**src/design/sfx_pkg.sv**
```systemverilog
// Shared types, codes and helper functions of the response frame field extractor.
`default_nettype none

package sfx_pkg;

  localparam int MAX_FIELDS  = 8;
  localparam int FIELD_IDX_W = 3;
  localparam int FCNT_W      = 4;
  localparam int BCNT_W      = 9;
  localparam int DATA_W      = 32;
  localparam int TYPES_W     = 24;
  localparam int CFG_AW      = 5;
  localparam int QDEPTH      = 2;
  localparam int QPTR_W      = 1;
  localparam int QCNT_W      = 2;

  localparam logic [BCNT_W-1:0] BCNT_MAX = 9'd511;

  // Input operation codes.
  localparam logic [1:0] OP_BYTE = 2'd0;
  localparam logic [1:0] OP_NEW  = 2'd1;
  localparam logic [1:0] OP_END  = 2'd2;

  // Result kinds and status codes.
  localparam logic       KIND_VALUE    = 1'b0;
  localparam logic       KIND_STATUS   = 1'b1;
  localparam logic [1:0] ST_OK         = 2'd0;
  localparam logic [1:0] ST_TIMEOUT    = 2'd1;
  localparam logic [1:0] ST_INCOMPLETE = 2'd2;
  localparam logic [1:0] ST_LAYOUT     = 2'd3;

  // Field type codes; the signed 8- and 16-bit types need sign extension.
  localparam logic [2:0] T_U8  = 3'd0;
  localparam logic [2:0] T_S8  = 3'd1;
  localparam logic [2:0] T_U16 = 3'd2;
  localparam logic [2:0] T_S16 = 3'd3;
  localparam logic [2:0] T_U24 = 3'd4;

  // Register indexes on the configuration port.
  localparam logic [2:0] REG_FRAMED   = 3'd0;
  localparam logic [2:0] REG_FCOUNT   = 3'd1;
  localparam logic [2:0] REG_FTYPES   = 3'd2;
  localparam logic [2:0] REG_FREV     = 3'd3;
  localparam logic [2:0] REG_CHECK    = 3'd4;

  typedef enum logic [1:0] {
    PH_IDLE,
    PH_RECV,
    PH_DONE
  } phase_t;

  typedef struct packed {
    logic               framed_mode;
    logic [FCNT_W-1:0]  field_count;
    logic [TYPES_W-1:0] field_types;
    logic [7:0]         field_reversed;
    logic               check_layout;
  } cfg_t;

  typedef struct packed {
    logic [1:0] op;
    logic [7:0] rx_byte;
  } in_word_t;

  typedef struct packed {
    logic                   kind;
    logic [FIELD_IDX_W-1:0] field_index;
    logic [DATA_W-1:0]      field_value;
    logic [1:0]             status;
    logic                   last;
  } out_word_t;

  // One completed run handed from the front to the back, with a snapshot
  // of the field values so the front may start the next frame at once.
  typedef struct packed {
    logic                                has_fields;
    logic [FCNT_W-1:0]                   nf;
    logic [1:0]                          status;
    logic [MAX_FIELDS-1:0][DATA_W-1:0]   values;
  } job_t;

  function automatic logic [2:0] size_of(input logic [2:0] t);
    logic [2:0] sz;
    unique case (t)
      T_U8, T_S8:   sz = 3'd1;
      T_U16, T_S16: sz = 3'd2;
      T_U24:        sz = 3'd3;
      default:      sz = 3'd4;
    endcase
    return sz;
  endfunction

  function automatic logic [2:0] type_of(input logic [TYPES_W-1:0] types,
                                         input logic [FIELD_IDX_W-1:0] i);
    return types[3*int'(i) +: 3];
  endfunction

endpackage

`default_nettype wire

```
**src/design/serial_response_frame_field_extractor_core.sv**
```systemverilog
// Top level of the serial response frame field extractor.
//
// Input words carry one operation each: a received response byte, the start
// of a new request (clears the frame) or the end of the receive window. A
// word is taken at any rising edge with push high and full low; the front
// end handles one word per clock, and full rises whenever the job queue holds
// two runs: when the result side stalls, or when short runs pile up behind
// one that is still being expanded into value words.
// Result words come out through a queue-style port: while empty is low the
// oldest word sits on out_data and is taken on a rising edge with pop high.
// A frame that completes with the layout check enabled and met yields one value
// word per configured field and a final status word with last set; any other
// completed frame, and a window end, yields a single status word. With the back
// end idle, the job that finishes a run passes through the job queue into the
// output register, and further words follow one per clock while pop stays
// high. A stalled receiver holds the current word steady; the front keeps
// taking bytes until the job queue fills, since each job carries its own
// copy of the field values.
// The user must write configuration through the APB-style port only while idle;
// the block does not enforce it. Reset (synchronous, rst_n low) empties the queue
// and the output register, clears the frame state and loads the register defaults.
`default_nettype none

module serial_response_frame_field_extractor_core (
  input  wire logic               clk,
  input  wire logic               rst_n,
  // Input channel
  input  wire logic               push,
  output logic                    full,
  input  wire sfx_pkg::in_word_t  in_data,
  // Result channel
  output logic                    empty,
  input  wire logic               pop,
  output sfx_pkg::out_word_t      out_data,
  // Configuration port
  input  wire logic               psel,
  input  wire logic               penable,
  input  wire logic               pwrite,
  input  wire logic [4:0]         paddr,
  input  wire logic [31:0]        pwdata,
  output logic      [31:0]        prdata,
  output logic                    pready
);
  import sfx_pkg::*;

  cfg_t  cfg;
  job_t  fjob;
  job_t  qjob;
  logic  fjob_valid;
  logic  q_full;
  logic  q_empty;
  logic  q_pop;
  logic  in_accept;

  // The front end never produces more than one job per accepted word, so
  // stopping input while the queue is full is enough to never lose a job.
  assign full      = q_full;
  assign in_accept = push && !q_full;

  sfx_regs u_regs (
    .clk     (clk),
    .rst_n   (rst_n),
    .psel    (psel),
    .penable (penable),
    .pwrite  (pwrite),
    .paddr   (paddr),
    .pwdata  (pwdata),
    .prdata  (prdata),
    .pready  (pready),
    .cfg     (cfg)
  );

  sfx_front u_front (
    .clk       (clk),
    .rst_n     (rst_n),
    .cfg       (cfg),
    .accept    (in_accept),
    .in_word   (in_data),
    .job_valid (fjob_valid),
    .job       (fjob)
  );

  sfx_queue u_queue (
    .clk     (clk),
    .rst_n   (rst_n),
    .wr_en   (fjob_valid),
    .wr_data (fjob),
    .rd_en   (q_pop),
    .rd_data (qjob),
    .full    (q_full),
    .empty   (q_empty)
  );

  // The sequencer works straight off the queue head and retires the job
  // when it issues the closing status word.
  sfx_back u_back (
    .clk       (clk),
    .rst_n     (rst_n),
    .job_valid (!q_empty),
    .job       (qjob),
    .job_done  (q_pop),
    .pop       (pop),
    .empty     (empty),
    .out_data  (out_data)
  );

endmodule

`default_nettype wire

```
**src/design/sfx_regs.sv**
```systemverilog
// Configuration register file behind the APB-style port.
`default_nettype none

module sfx_regs (
  input  wire logic               clk,
  input  wire logic               rst_n,
  input  wire logic               psel,
  input  wire logic               penable,
  input  wire logic               pwrite,
  input  wire logic [4:0]         paddr,
  input  wire logic [31:0]        pwdata,
  output logic      [31:0]        prdata,
  output logic                    pready,
  output sfx_pkg::cfg_t           cfg
);
  import sfx_pkg::*;

  cfg_t       cfg_r;
  cfg_t       cfg_nxt;
  logic [2:0] reg_idx;
  logic       wr_en;

  assign reg_idx = paddr[4:2];
  assign wr_en   = psel & penable & pwrite;
  assign pready  = 1'b1;
  assign cfg     = cfg_r;

  always_comb begin
    cfg_nxt = cfg_r;
    if (wr_en) begin
      unique case (reg_idx)
        REG_FRAMED: cfg_nxt.framed_mode    = pwdata[0];
        REG_FCOUNT: cfg_nxt.field_count    = pwdata[FCNT_W-1:0];
        REG_FTYPES: cfg_nxt.field_types    = pwdata[TYPES_W-1:0];
        REG_FREV:   cfg_nxt.field_reversed = pwdata[7:0];
        REG_CHECK:  cfg_nxt.check_layout   = pwdata[0];
        default:    cfg_nxt = cfg_r;
      endcase
    end
  end

  always_comb begin
    unique case (reg_idx)
      REG_FRAMED: prdata = {31'b0, cfg_r.framed_mode};
      REG_FCOUNT: prdata = {{(32-FCNT_W){1'b0}}, cfg_r.field_count};
      REG_FTYPES: prdata = {{(32-TYPES_W){1'b0}}, cfg_r.field_types};
      REG_FREV:   prdata = {24'b0, cfg_r.field_reversed};
      REG_CHECK:  prdata = {31'b0, cfg_r.check_layout};
      default:    prdata = 32'b0;
    endcase
  end

  always_ff @(posedge clk) begin
    if (!rst_n) begin
      cfg_r.framed_mode    <= 1'b1;
      cfg_r.field_count    <= '0;
      cfg_r.field_types    <= '0;
      cfg_r.field_reversed <= '0;
      cfg_r.check_layout   <= 1'b1;
    end else begin
      cfg_r <= cfg_nxt;
    end
  end

endmodule

`default_nettype wire

```
**src/design/sfx_front.sv**
```systemverilog
// Front end: frame tracking, checksum, field assembly and run classification.
`default_nettype none

module sfx_front (
  input  wire logic              clk,
  input  wire logic              rst_n,
  input  wire sfx_pkg::cfg_t     cfg,
  input  wire logic              accept,
  input  wire sfx_pkg::in_word_t in_word,
  output logic                   job_valid,
  output sfx_pkg::job_t          job
);
  import sfx_pkg::*;

  phase_t                            phase_r, phase_nxt;
  logic [BCNT_W-1:0]                 bcnt_r, bcnt_nxt;
  logic [7:0]                        len_r, len_nxt;
  logic [7:0]                        sum_r, sum_nxt;
  logic [FCNT_W-1:0]                 cur_r, cur_nxt;
  logic [1:0]                        bif_r, bif_nxt;
  logic [DATA_W-1:0]                 acc_r, acc_nxt;
  logic [MAX_FIELDS-1:0][DATA_W-1:0] store_r, store_nxt;

  logic [FCNT_W-1:0] nf;
  logic [5:0]        total;
  logic [2:0]        ftype;
  logic [2:0]        fsize;
  logic [2:0]        bif_inc;
  logic [DATA_W-1:0] acc_new;
  logic [DATA_W-1:0] fval;
  logic [7:0]        b;
  logic              complete;

  assign b = in_word.rx_byte;

  // Fields in use and the payload size they add up to.
  always_comb begin
    nf = (cfg.field_count > FCNT_W'(MAX_FIELDS)) ? FCNT_W'(MAX_FIELDS) : cfg.field_count;
    total = '0;
    for (int i = 0; i < MAX_FIELDS; i++) begin
      if (FCNT_W'(i) < nf) begin
        total = total + {3'b0, size_of(type_of(cfg.field_types, FIELD_IDX_W'(i)))};
      end
    end
  end

  // Next piece of the field being assembled.
  always_comb begin
    ftype   = type_of(cfg.field_types, cur_r[FIELD_IDX_W-1:0]);
    fsize   = size_of(ftype);
    bif_inc = {1'b0, bif_r} + 3'd1;
    if (cfg.field_reversed[cur_r[FIELD_IDX_W-1:0]]) begin
      acc_new = {acc_r[DATA_W-9:0], b};
    end else begin
      acc_new = acc_r | ({24'b0, b} << {bif_r, 3'b000});
    end
    fval = acc_new;
    if (ftype == T_S8 && fval[7]) begin
      fval[31:8] = '1;
    end
    if (ftype == T_S16 && fval[15]) begin
      fval[31:16] = '1;
    end
  end

  always_comb begin
    phase_nxt = phase_r;
    bcnt_nxt  = bcnt_r;
    len_nxt   = len_r;
    sum_nxt   = sum_r;
    cur_nxt   = cur_r;
    bif_nxt   = bif_r;
    acc_nxt   = acc_r;
    store_nxt = store_r;
    job_valid = 1'b0;
    job       = '0;
    complete  = 1'b0;
    if (accept) begin
      unique case (in_word.op)
        OP_NEW: begin
          phase_nxt = PH_IDLE;
          bcnt_nxt  = '0;
          len_nxt   = '0;
          sum_nxt   = '0;
          cur_nxt   = '0;
          bif_nxt   = '0;
          acc_nxt   = '0;
        end
        OP_END: begin
          if (phase_r != PH_DONE) begin
            phase_nxt  = PH_DONE;
            job_valid  = 1'b1;
            if (bcnt_r == '0) begin
              job.status = ST_TIMEOUT;
            end else begin
              job.status = cfg.framed_mode ? ST_INCOMPLETE : ST_OK;
            end
          end
        end
        OP_BYTE: begin
          if (phase_r != PH_DONE) begin
            phase_nxt = PH_RECV;
            if (bcnt_r != BCNT_MAX) begin
              bcnt_nxt = bcnt_r + 9'd1;
            end
            if (bcnt_r != '0) begin
              sum_nxt = sum_r + b;
            end
            if (bcnt_r == 9'd3) begin
              len_nxt = b;
            end
            if (bcnt_r >= 9'd4 && bcnt_r != BCNT_MAX && cur_r < nf) begin
              if (bif_inc >= fsize) begin
                store_nxt[cur_r[FIELD_IDX_W-1:0]] = fval;
                cur_nxt = cur_r + 4'd1;
                bif_nxt = '0;
                acc_nxt = '0;
              end else begin
                bif_nxt = bif_inc[1:0];
                acc_nxt = acc_new;
              end
            end
            complete = cfg.framed_mode && (bcnt_nxt > 9'd3) &&
                       ({1'b0, bcnt_nxt} == ({2'b0, len_nxt} + 10'd5)) &&
                       (sum_nxt == 8'd0);
            if (complete) begin
              phase_nxt = PH_DONE;
              job_valid = 1'b1;
              if (!cfg.check_layout) begin
                job.status = ST_OK;
              end else if (({3'b0, total} + 9'd5) != bcnt_nxt) begin
                job.status = ST_LAYOUT;
              end else begin
                job.status     = ST_OK;
                job.has_fields = 1'b1;
                job.nf         = nf;
                job.values     = store_nxt;
              end
            end
          end
        end
        default: begin
          phase_nxt = phase_r;
        end
      endcase
    end
  end

  always_ff @(posedge clk) begin
    if (!rst_n) begin
      phase_r <= PH_IDLE;
      bcnt_r  <= '0;
      len_r   <= '0;
      sum_r   <= '0;
      cur_r   <= '0;
      bif_r   <= '0;
      acc_r   <= '0;
    end else begin
      phase_r <= phase_nxt;
      bcnt_r  <= bcnt_nxt;
      len_r   <= len_nxt;
      sum_r   <= sum_nxt;
      cur_r   <= cur_nxt;
      bif_r   <= bif_nxt;
      acc_r   <= acc_nxt;
    end
  end

  // Field store has no reset; an entry holds garbage until first written.
  always_ff @(posedge clk) begin
    store_r <= store_nxt;
  end

endmodule

`default_nettype wire

```
**src/design/sfx_queue.sv**
```systemverilog
// Short job queue between the front end and the result sequencer.
`default_nettype none

module sfx_queue (
  input  wire logic          clk,
  input  wire logic          rst_n,
  input  wire logic          wr_en,
  input  wire sfx_pkg::job_t wr_data,
  input  wire logic          rd_en,
  output sfx_pkg::job_t      rd_data,
  output logic               full,
  output logic               empty
);
  import sfx_pkg::*;

  job_t              slot_r [QDEPTH];
  logic [QPTR_W-1:0] wp_r, wp_nxt;
  logic [QPTR_W-1:0] rp_r, rp_nxt;
  logic [QCNT_W-1:0] cnt_r, cnt_nxt;
  logic              do_wr;
  logic              do_rd;

  assign full    = (cnt_r == QCNT_W'(QDEPTH));
  assign empty   = (cnt_r == '0);
  assign rd_data = slot_r[rp_r];
  assign do_wr   = wr_en && !full;
  assign do_rd   = rd_en && !empty;

  always_comb begin
    wp_nxt  = wp_r;
    rp_nxt  = rp_r;
    cnt_nxt = cnt_r;
    if (do_wr) begin
      wp_nxt = (wp_r == QPTR_W'(QDEPTH-1)) ? '0 : wp_r + QPTR_W'(1);
    end
    if (do_rd) begin
      rp_nxt = (rp_r == QPTR_W'(QDEPTH-1)) ? '0 : rp_r + QPTR_W'(1);
    end
    if (do_wr && !do_rd) begin
      cnt_nxt = cnt_r + QCNT_W'(1);
    end else if (do_rd && !do_wr) begin
      cnt_nxt = cnt_r - QCNT_W'(1);
    end
  end

  always_ff @(posedge clk) begin
    if (!rst_n) begin
      wp_r  <= '0;
      rp_r  <= '0;
      cnt_r <= '0;
    end else begin
      wp_r  <= wp_nxt;
      rp_r  <= rp_nxt;
      cnt_r <= cnt_nxt;
    end
  end

  always_ff @(posedge clk) begin
    if (do_wr) begin
      slot_r[wp_r] <= wr_data;
    end
  end

endmodule

`default_nettype wire

```
**src/design/sfx_back.sv**
```systemverilog
// Result sequencer: expands the job at the queue head into result words.
`default_nettype none

module sfx_back (
  input  wire logic          clk,
  input  wire logic          rst_n,
  input  wire logic          job_valid,
  input  wire sfx_pkg::job_t job,
  output logic               job_done,
  input  wire logic          pop,
  output logic               empty,
  output sfx_pkg::out_word_t out_data
);
  import sfx_pkg::*;

  logic [FCNT_W-1:0] idx_r, idx_nxt;
  logic              ovalid_r, ovalid_nxt;
  out_word_t         oword_r, oword_nxt;
  logic              advance;
  logic              is_value;

  assign empty    = !ovalid_r;
  assign out_data = oword_r;
  assign advance  = !ovalid_r || pop;
  assign is_value = job.has_fields && (idx_r < job.nf);

  always_comb begin
    idx_nxt    = idx_r;
    ovalid_nxt = ovalid_r;
    oword_nxt  = oword_r;
    job_done   = 1'b0;
    if (advance) begin
      ovalid_nxt = job_valid;
      if (job_valid) begin
        oword_nxt = '0;
        if (is_value) begin
          oword_nxt.kind        = KIND_VALUE;
          oword_nxt.field_index = idx_r[FIELD_IDX_W-1:0];
          oword_nxt.field_value = job.values[idx_r[FIELD_IDX_W-1:0]];
          idx_nxt               = idx_r + 4'd1;
        end else begin
          oword_nxt.kind   = KIND_STATUS;
          oword_nxt.status = job.status;
          oword_nxt.last   = 1'b1;
          idx_nxt          = '0;
          job_done         = 1'b1;
        end
      end
    end
  end

  always_ff @(posedge clk) begin
    if (!rst_n) begin
      idx_r    <= '0;
      ovalid_r <= 1'b0;
    end else begin
      idx_r    <= idx_nxt;
      ovalid_r <= ovalid_nxt;
    end
  end

  always_ff @(posedge clk) begin
    oword_r <= oword_nxt;
  end

endmodule

`default_nettype wire

```
**config.mk**
```make
export PLATFORM = sky130hd
export DESIGN_NAME = serial_response_frame_field_extractor_core
export DESIGN_NICKNAME = d
export VERILOG_FILES = /design/src/design/sfx_pkg.sv /design/src/design/serial_response_frame_field_extractor_core.sv /design/src/design/sfx_regs.sv /design/src/design/sfx_front.sv /design/src/design/sfx_queue.sv /design/src/design/sfx_back.sv
export SDC_FILE = /design/constraint.sdc
export NUM_CORES = 1
export LEC_CHECK = 0
export BUFFER_PORTS_ARGS = -buffer_cell sky130_fd_sc_hd__buf_2
export CAP_MARGIN = 20
export CORE_AREA = 2 2 351 353
export DETAILED_ROUTE_END_ITERATION = 12
export DIE_AREA = 0 0 353 355
export PLACE_DENSITY_LB_ADDON = 0.15
export SYNTH_ARGS = -nofsm -noshare
export SYNTH_HDL_FRONTEND = slang
export SYNTH_SLANG_ARGS = --single-unit
```
**constraint.sdc**
```tcl
create_clock -name clk -period 15.7 [get_ports clk]
set_clock_uncertainty 0.1 [all_clocks]
set_input_delay 0.785 -clock clk [delete_from_list [all_inputs] [get_ports clk]]
set_output_delay 0.785 -clock clk [all_outputs]
set_load 0.01 [all_outputs]
```
==> results.cfg, run 1 <==
[outcome]
status = finished clean

[synthesis]
netlist_top_cells_area = edfxtp_1 58%, mux4_2 8.7%, dfxtp_1 5.3%, and2_1 4.6%, o21ai_0 3.7%
ys_seq_area_share_pct = 63.5
synthDominantCellAreaShare_pct = 58.1
postSynth.asyncResetShare_pct = 0
postSynthCellCount = 3163
synth_cell_types = 86
netlist_area_mm2 = 0.0424
ys_warn_count = 0
synth_area_leader_cell = edfxtp_1
avgSynthCellArea_um2 = 13.4
synth_edf_count = 820
synth-main-ff-cell = edfxtp_1
synth_seq_cells = 933

[layout]
final_common_cell = edfxtp_1
nets = 3311
final_cell_mix = 820 x edfxtp_1, 382 x nand2_1, 316 x o21ai_0, 310 x and2_1, 164 x mux4_2
drive_gt1_share_pct = 16.1
area_growth_pct = 12.7

[worst_setup_path]
crit_path_end_kind = register
worst-r2r-setup-slack_ps = 4380
timing.rr.end = u_queue.slot_r[0][189]
crit_required_ps = 16100
cp_num_buf_inv = 9
crit_slowest_cell = dfxtp_1
cp-start-kind = register
cp_data_arrival_time_ps = 11720
crit_family = adder cells
max_stage_delay_ps = 840
cp_common_cell = inv_1
critPathKind = register to register
worst-path-max-fanout = 98
rr_startpoint = u_regs.cfg[36]
r2r_cells = 44

[cts]
post_cts_resized = 0
cts_buffer_depth = 3
cts_setup_buffers = 0
cts_tree = done
numCtsBuffers = 103
root_buffer = clkbuf_16
htreeDepth = 3
clkSlewWorstSetupHoldPaths_ps = 60
clk_latency_ps = 680
cts_sinks = 933
postCtsHoldBufs = 0

[floorplanning]
initial_utilization_pct = 34.9
dieHeight_um = 355
rows = 128
core_mm2 = 0.121
ios = 128
die_area_mm2 = 0.125
die_w_um = 353

[job]
maxCapViolations = 0

[drt]
ant_nets = 0
totalWireLength_um = 105000
detail_route.wl_per_cell_um = 21.4
drt_iter0_drc = 1888
drc_errors = 0
firstDrtPassIters = 5
vias_per_cell = 5.11
num_vias = 25100

[pwr]
leakage_nw = 17.0
netSwitchingFraction_pct = 24.4
p_clk_share_pct = 39.9
peakVddDrop_v = 0.0000885
p_switching_w = 0.00147
comb_power_share_pct = 11.3
seqPwrFrac_pct = 48.8
p_per_area_mw_per_mm2 = 126
intPower_w = 0.00454
power_w = 0.00601

[timing]
clock.fmax_ghz = 0.0884
fin_setup_tns_ps = 0
final_max_slew_viol_count = 0
timing.final.crit_share_pct = 72.1
period_minus_slack_ps = 11320
finalSetupViolCount = 0
final.setup.worst_slack_ps = 4380
worst_pin_slew_ps = 1160
maxSlewHeadroom_pct = 22.8
rsz0062_at_grt = false
finalHoldViolations = 0
worst_hold_slack_ps = 269

[place]
place_ws_ps = 3900
numPortBuffers = 108
dp_hpwl_um = 59500
globalplace.congestion = 0.810

[global_routing]
globalRouteOverflowTotal = 0
grt_pass1_wl_um = 160000
grt_max_degree = 162
grtUsageTotal_pct = 16.6
antenna_found_initial = 6
grt_pass1_vias = 26200

[worst_hold_path]
min-delay-start = pwdata[8]
holdCritPathClass = primary input to register
whs_endpoint = u_regs.cfg[17]
hold_depth = 3
-- worst max-delay path by stage --
stage | from | end | cells after the start
after floorplan | u_front.bcnt_r[5] | u_queue.wp_r | 14
after global placement | u_regs.cfg[36] | u_queue.slot_r[0][28] | 44
after detailed placement | u_regs.cfg[36] | u_queue.slot_r[0][154] | 44
after CTS | u_regs.cfg[36] | u_queue.slot_r[1][160] | 44
after global routing | u_regs.cfg[36] | u_queue.slot_r[1][160] | 44
final | u_regs.cfg[36] | u_queue.slot_r[0][189] | 44
-- Yosys cell counts (37+ instances only) --
| cell | number |
|---|---|
| a21oi_1 | 121 |
| and2_1 | 311 |
| and3_1 | 37 |
| clkbuf_1 | 145 |
| dfxtp_1 | 113 |
| edfxtp_1 | 820 |
| ha_1 | 45 |
| inv_1 | 46 |
| mux2i_1 | 49 |
| mux4_2 | 164 |
| nand2_1 | 388 |
| nor2_1 | 82 |
| nor2b_1 | 95 |
| nor3_1 | 46 |
| o21ai_0 | 316 |
-- cell type report --
class                           instances  area, um^2
Sequential cell                       933       26900
Clock buffer                          133        2800
Tap cell                             1625        2030
Fill cell                           11500       73700
Inverter                               50         200
Antenna cell                            1        2.50
Clock inverter                         62         558
Timing Repair Buffer                  149         931
Multi-Input combinational cell       1967       14300
-- power by group through the flow --
stage / sequential [W] / combinational (W) / clock (W)
after floorplan: 0.00301 / 0.000438 / 0
after global placement: 0.00299 / 0.000693 / 0
after detailed placement: 0.00299 / 0.000699 / 0
after CTS: 0.00294 / 0.000700 / 0.00246
after global routing: 0.00295 / 0.000740 / 0.00257
final: 0.00293 / 0.000678 / 0.00240
-- logic make-up (layout without fill, tap and decap cells) --
logic type	Yosys count	in the layout	share of synthesized area [%]
simple gates	1053	1053	12.7
flops	933	933	63.5
fa+ha+maj	53	53	1.71
mux	227	227	10.2
buf+inv	270	394	2.98
compound gates	576	576	7.73
other cells	2	10	0.0177
xor+xnor	49	49	1.11
-- flip-flops by register name (all words and copies together) (netlist names), 8 cells and up, named ones only --
name	cells
u_queue.slot_r	526
u_front.len_r	8
u_back.out_data	38
u_front.acc_r	32
u_front.bcnt_r	9
u_front.store_r	256
u_regs.cfg	38
u_front.sum_r	8
-- per-stage QoR --
step	cell area [um^2]	util, %	instances
global placement	44300	36.5	4720
detailed placement	44300	36.5	4720
global route	47700	39.3	4919
CTS	47700	39.3	4915
floorplan	42400	-	3170
finish	47700	39.3	4920
-- worst reg2reg max path: cells and delay by family, from the launching register on --
kind,cells,cell delay (ps)
adder cells (fa/ha/maj),8,3510
AO/OA/AOI/OAI,12,2590
AND/OR/NAND/NOR,13,1880
buffers and inverters,9,1780
flip-flops,1,840
XOR/XNOR,2,460
-- layer usage --
layer | track usage, % | vias up | share of wire [%]
li1 | - | 11800 | -
met1 | 21.8 | 12700 | 44
met2 | 28.7 | 528 | 49
met3 | 2.67 | 122 | 4.9
met4 | 4.36 | 2 | 1.9
met5 | 0 | - | 0.015
No activity file was read; power rests on OpenSTA's default activity.
==> inputs of run 2 (changes only) <==
- ABC_AREA: not set -> 1
- CORE_AREA: 2 2 351 353 -> 2 2 357 359
- DIE_AREA: 0 0 353 355 -> 0 0 359 361
- clock period: 15.7 -> 10.3 ns (I/O delays scaled with it)
==> run 2 against run 1 <==
  * Die area is 3.4% higher
  * Global-route usage is 2.5 points higher
  * Wire length is 20% higher
  * Largest cell class unchanged
  * Sequential power is 56% higher
  * First-iteration DRC count is 23% higher
  * Clock power is 53% higher
  * Worst hold slack worse by 230 ps
  * Non-clock buffer count is 45 higher
  * Combinational power grew to 3.4 times the previous value
  * Critical path type unchanged
  * Critical endpoint is now u_queue.slot_r[1][46]
  * Maximum frequency is 26% higher
  * Via count is 22% higher
  * Final area is 3.2% higher
==> results.cfg, run 2 <==
[pwr]
p_clk_share_pct = 34.9
intPower_w = 0.00715
netSwitchingFraction_pct = 32.1
seqPwrFrac_pct = 43.4
leakage_nw = 15.7
power_w = 0.0105
comb_power_share_pct = 21.7
peakVddDrop_v = 0.000186
p_per_area_mw_per_mm2 = 214
p_switching_w = 0.00339

[timing]
final.setup.worst_slack_ps = 1340
fin_setup_tns_ps = 0
period_minus_slack_ps = 8960
worst_hold_slack_ps = 38.7
maxSlewHeadroom_pct = 23.0
worst_pin_slew_ps = 1150
rsz0062_at_grt = false
finalHoldViolations = 0
timing.final.crit_share_pct = 86.9
finalSetupViolCount = 0
final_max_slew_viol_count = 0
clock.fmax_ghz = 0.112

[synthesis]
yosysMostFrequentCell = edfxtp_1
postSynthCellCount = 3984
synthDominantCellAreaShare_pct = 56.4
synth_cell_types = 57
synth_common_cells = 820 x edfxtp_1, 665 x nor2_1, 397 x o21ai_0
netlist_area_mm2 = 0.0437
netlist_top_cells_area = edfxtp_1 56%, nor2_1 5.7%, dfxtp_1 5.2%, nor3b_2 5.0%, o21ai_0 4.6%
synth_edf_count = 820
avgSynthCellArea_um2 = 11.0
synth_area_leader_cell = edfxtp_1
ys_seq_area_share_pct = 61.6
synth_seq_cells = 933
ys_warn_count = 0
postSynth.asyncResetShare_pct = 0
synth-main-ff-cell = edfxtp_1

[drt]
totalWireLength_um = 127000
drc_errors = 0
drt_iter0_drc = 2316
firstDrtPassIters = 5
vias_per_cell = 5.33
detail_route.wl_per_cell_um = 22.0
ant_nets = 0
num_vias = 30600

[cts]
clk_latency_ps = 700
cts_buffer_depth = 3
numCtsBuffers = 104
htreeDepth = 3
cts_sinks = 933
cts_tree = done
clkSlewWorstSetupHoldPaths_ps = 70
root_buffer = clkbuf_16

[worst_setup_path]
crit_path_end_kind = register
worst-r2r-setup-slack_ps = 1340
worst-path-max-fanout = 49
crit_slowest_cell = buf_4
cp_common_cell = nand2_1
r2r_cells = 45
cp_data_arrival_time_ps = 9240
max_stage_delay_ps = 480
cp-start-kind = register
critPathKind = register to register
crit_required_ps = 10580

[floorplanning]
rows = 130
initial_utilization_pct = 34.8
dieHeight_um = 361
ios = 128
core_mm2 = 0.125
die_w_um = 359
die_area_mm2 = 0.130

[layout]
nets = 4110
final_cell_mix = 820 x edfxtp_1, 655 x nor2_1, 397 x o21ai_0, 353 x nand2_1, 225 x a31oi_1
num_antenna_cells = 0
seq_area_mm2 = 0.0269
multi_input_area_mm2 = 0.0148
fillers = 12200
top_regs = u_queue.slot_r x526, u_front.store_r x256
largest_register_ffs = 526
final_common_cell = edfxtp_1
largest_register = u_queue.slot_r
fin_util_pct = 39.3
area_growth_pct = 12.8
drive_gt1_share_pct = 14.2

[place]
globalplace.congestion = 0.772
numPortBuffers = 108
place_ws_ps = 1360
dp_hpwl_um = 67600

[global_routing]
grtUsageTotal_pct = 19.1
grt_pass1_wl_um = 190000
globalRouteOverflowTotal = 0
grt_max_degree = 174
antenna_found_initial = 6
grt_pass1_vias = 30500

[worst_hold_path]
hold_depth = 3
holdCritPathClass = primary input to register

[outcome]
status = finished clean

[job]
maxCapViolations = 0
## run 2: power groups by stage
stage	sequential, W	combinational, W	clock [W]
floorplan	0.00464	0.00137	0
global placement	0.00466	0.00230	0
global route	0.00460	0.00250	0.00391
finish	0.00458	0.00228	0.00368
CTS	0.00458	0.00232	0.00376
detailed placement	0.00466	0.00231	0
## run 2: layout make-up
type,count,share of cell area [%]
tap,1650,4.19
sequential,933,54.6
clock inverter,44,0.909
multi-input combinational,2572,30.0
timing repair buffer,194,2.82
inverter,198,1.55
clock buffer,148,5.89
## run 2: path summary, 6_finish.rpt
path	from	end
setup reg to reg	u_regs.cfg[35]	u_queue.slot_r[1][46]
hold reg to reg	u_front.phase_r[1]	u_front.phase_r[1]
setup / recovery	u_regs.cfg[35]	u_queue.slot_r[1][46]
hold / removal	pwdata[20]	u_regs.cfg[29]
## run 2: timing repair
action                    4_1_cts  5_1_grt
hold endpoints to repair       20        0
gates resized for setup         0        0
setup buffers                   0        0
hold buffers                   19        0
## run 2: kinds of logic after synthesis
logic type | count (synthesis) | synth area share (%)
other | 2 | 0.0172
AND/OR/NAND/NOR | 1456 | 17.7
adder cells (fa/ha/maj) | 53 | 1.66
flip-flops | 933 | 61.6
AO/OA/AOI/OAI | 1028 | 13.7
multiplexers | 3 | 0.0688
XOR/XNOR | 23 | 0.493
buffers and inverters | 486 | 4.86
## run 2: per-layer routing
metal  up-vias  share of wire [%]  GRT usage (%)
met5         -              0.010              0
met3       187                4.6           2.52
met4         2                2.9           5.82
met2       679                 47           32.0
li1      14500                  -              -
met1     15200                 46           25.8
## run 2: critical path, delay by kind of cell (launching register included)
family                     cells  cell delay (ps)
adders and majority gates      9             3410
and+or+nand+nor               26             3330
buffers and inverters         10             1370
DFF                            1              370
## run 2: through the flow
step                      cell area [um^2]  cells
final                                49300   5739
after CTS                            49200   5737
after global routing                 49300   5739
after detailed placement             45700   5526
after floorplan                      43700   3991
after global placement               45700   5523
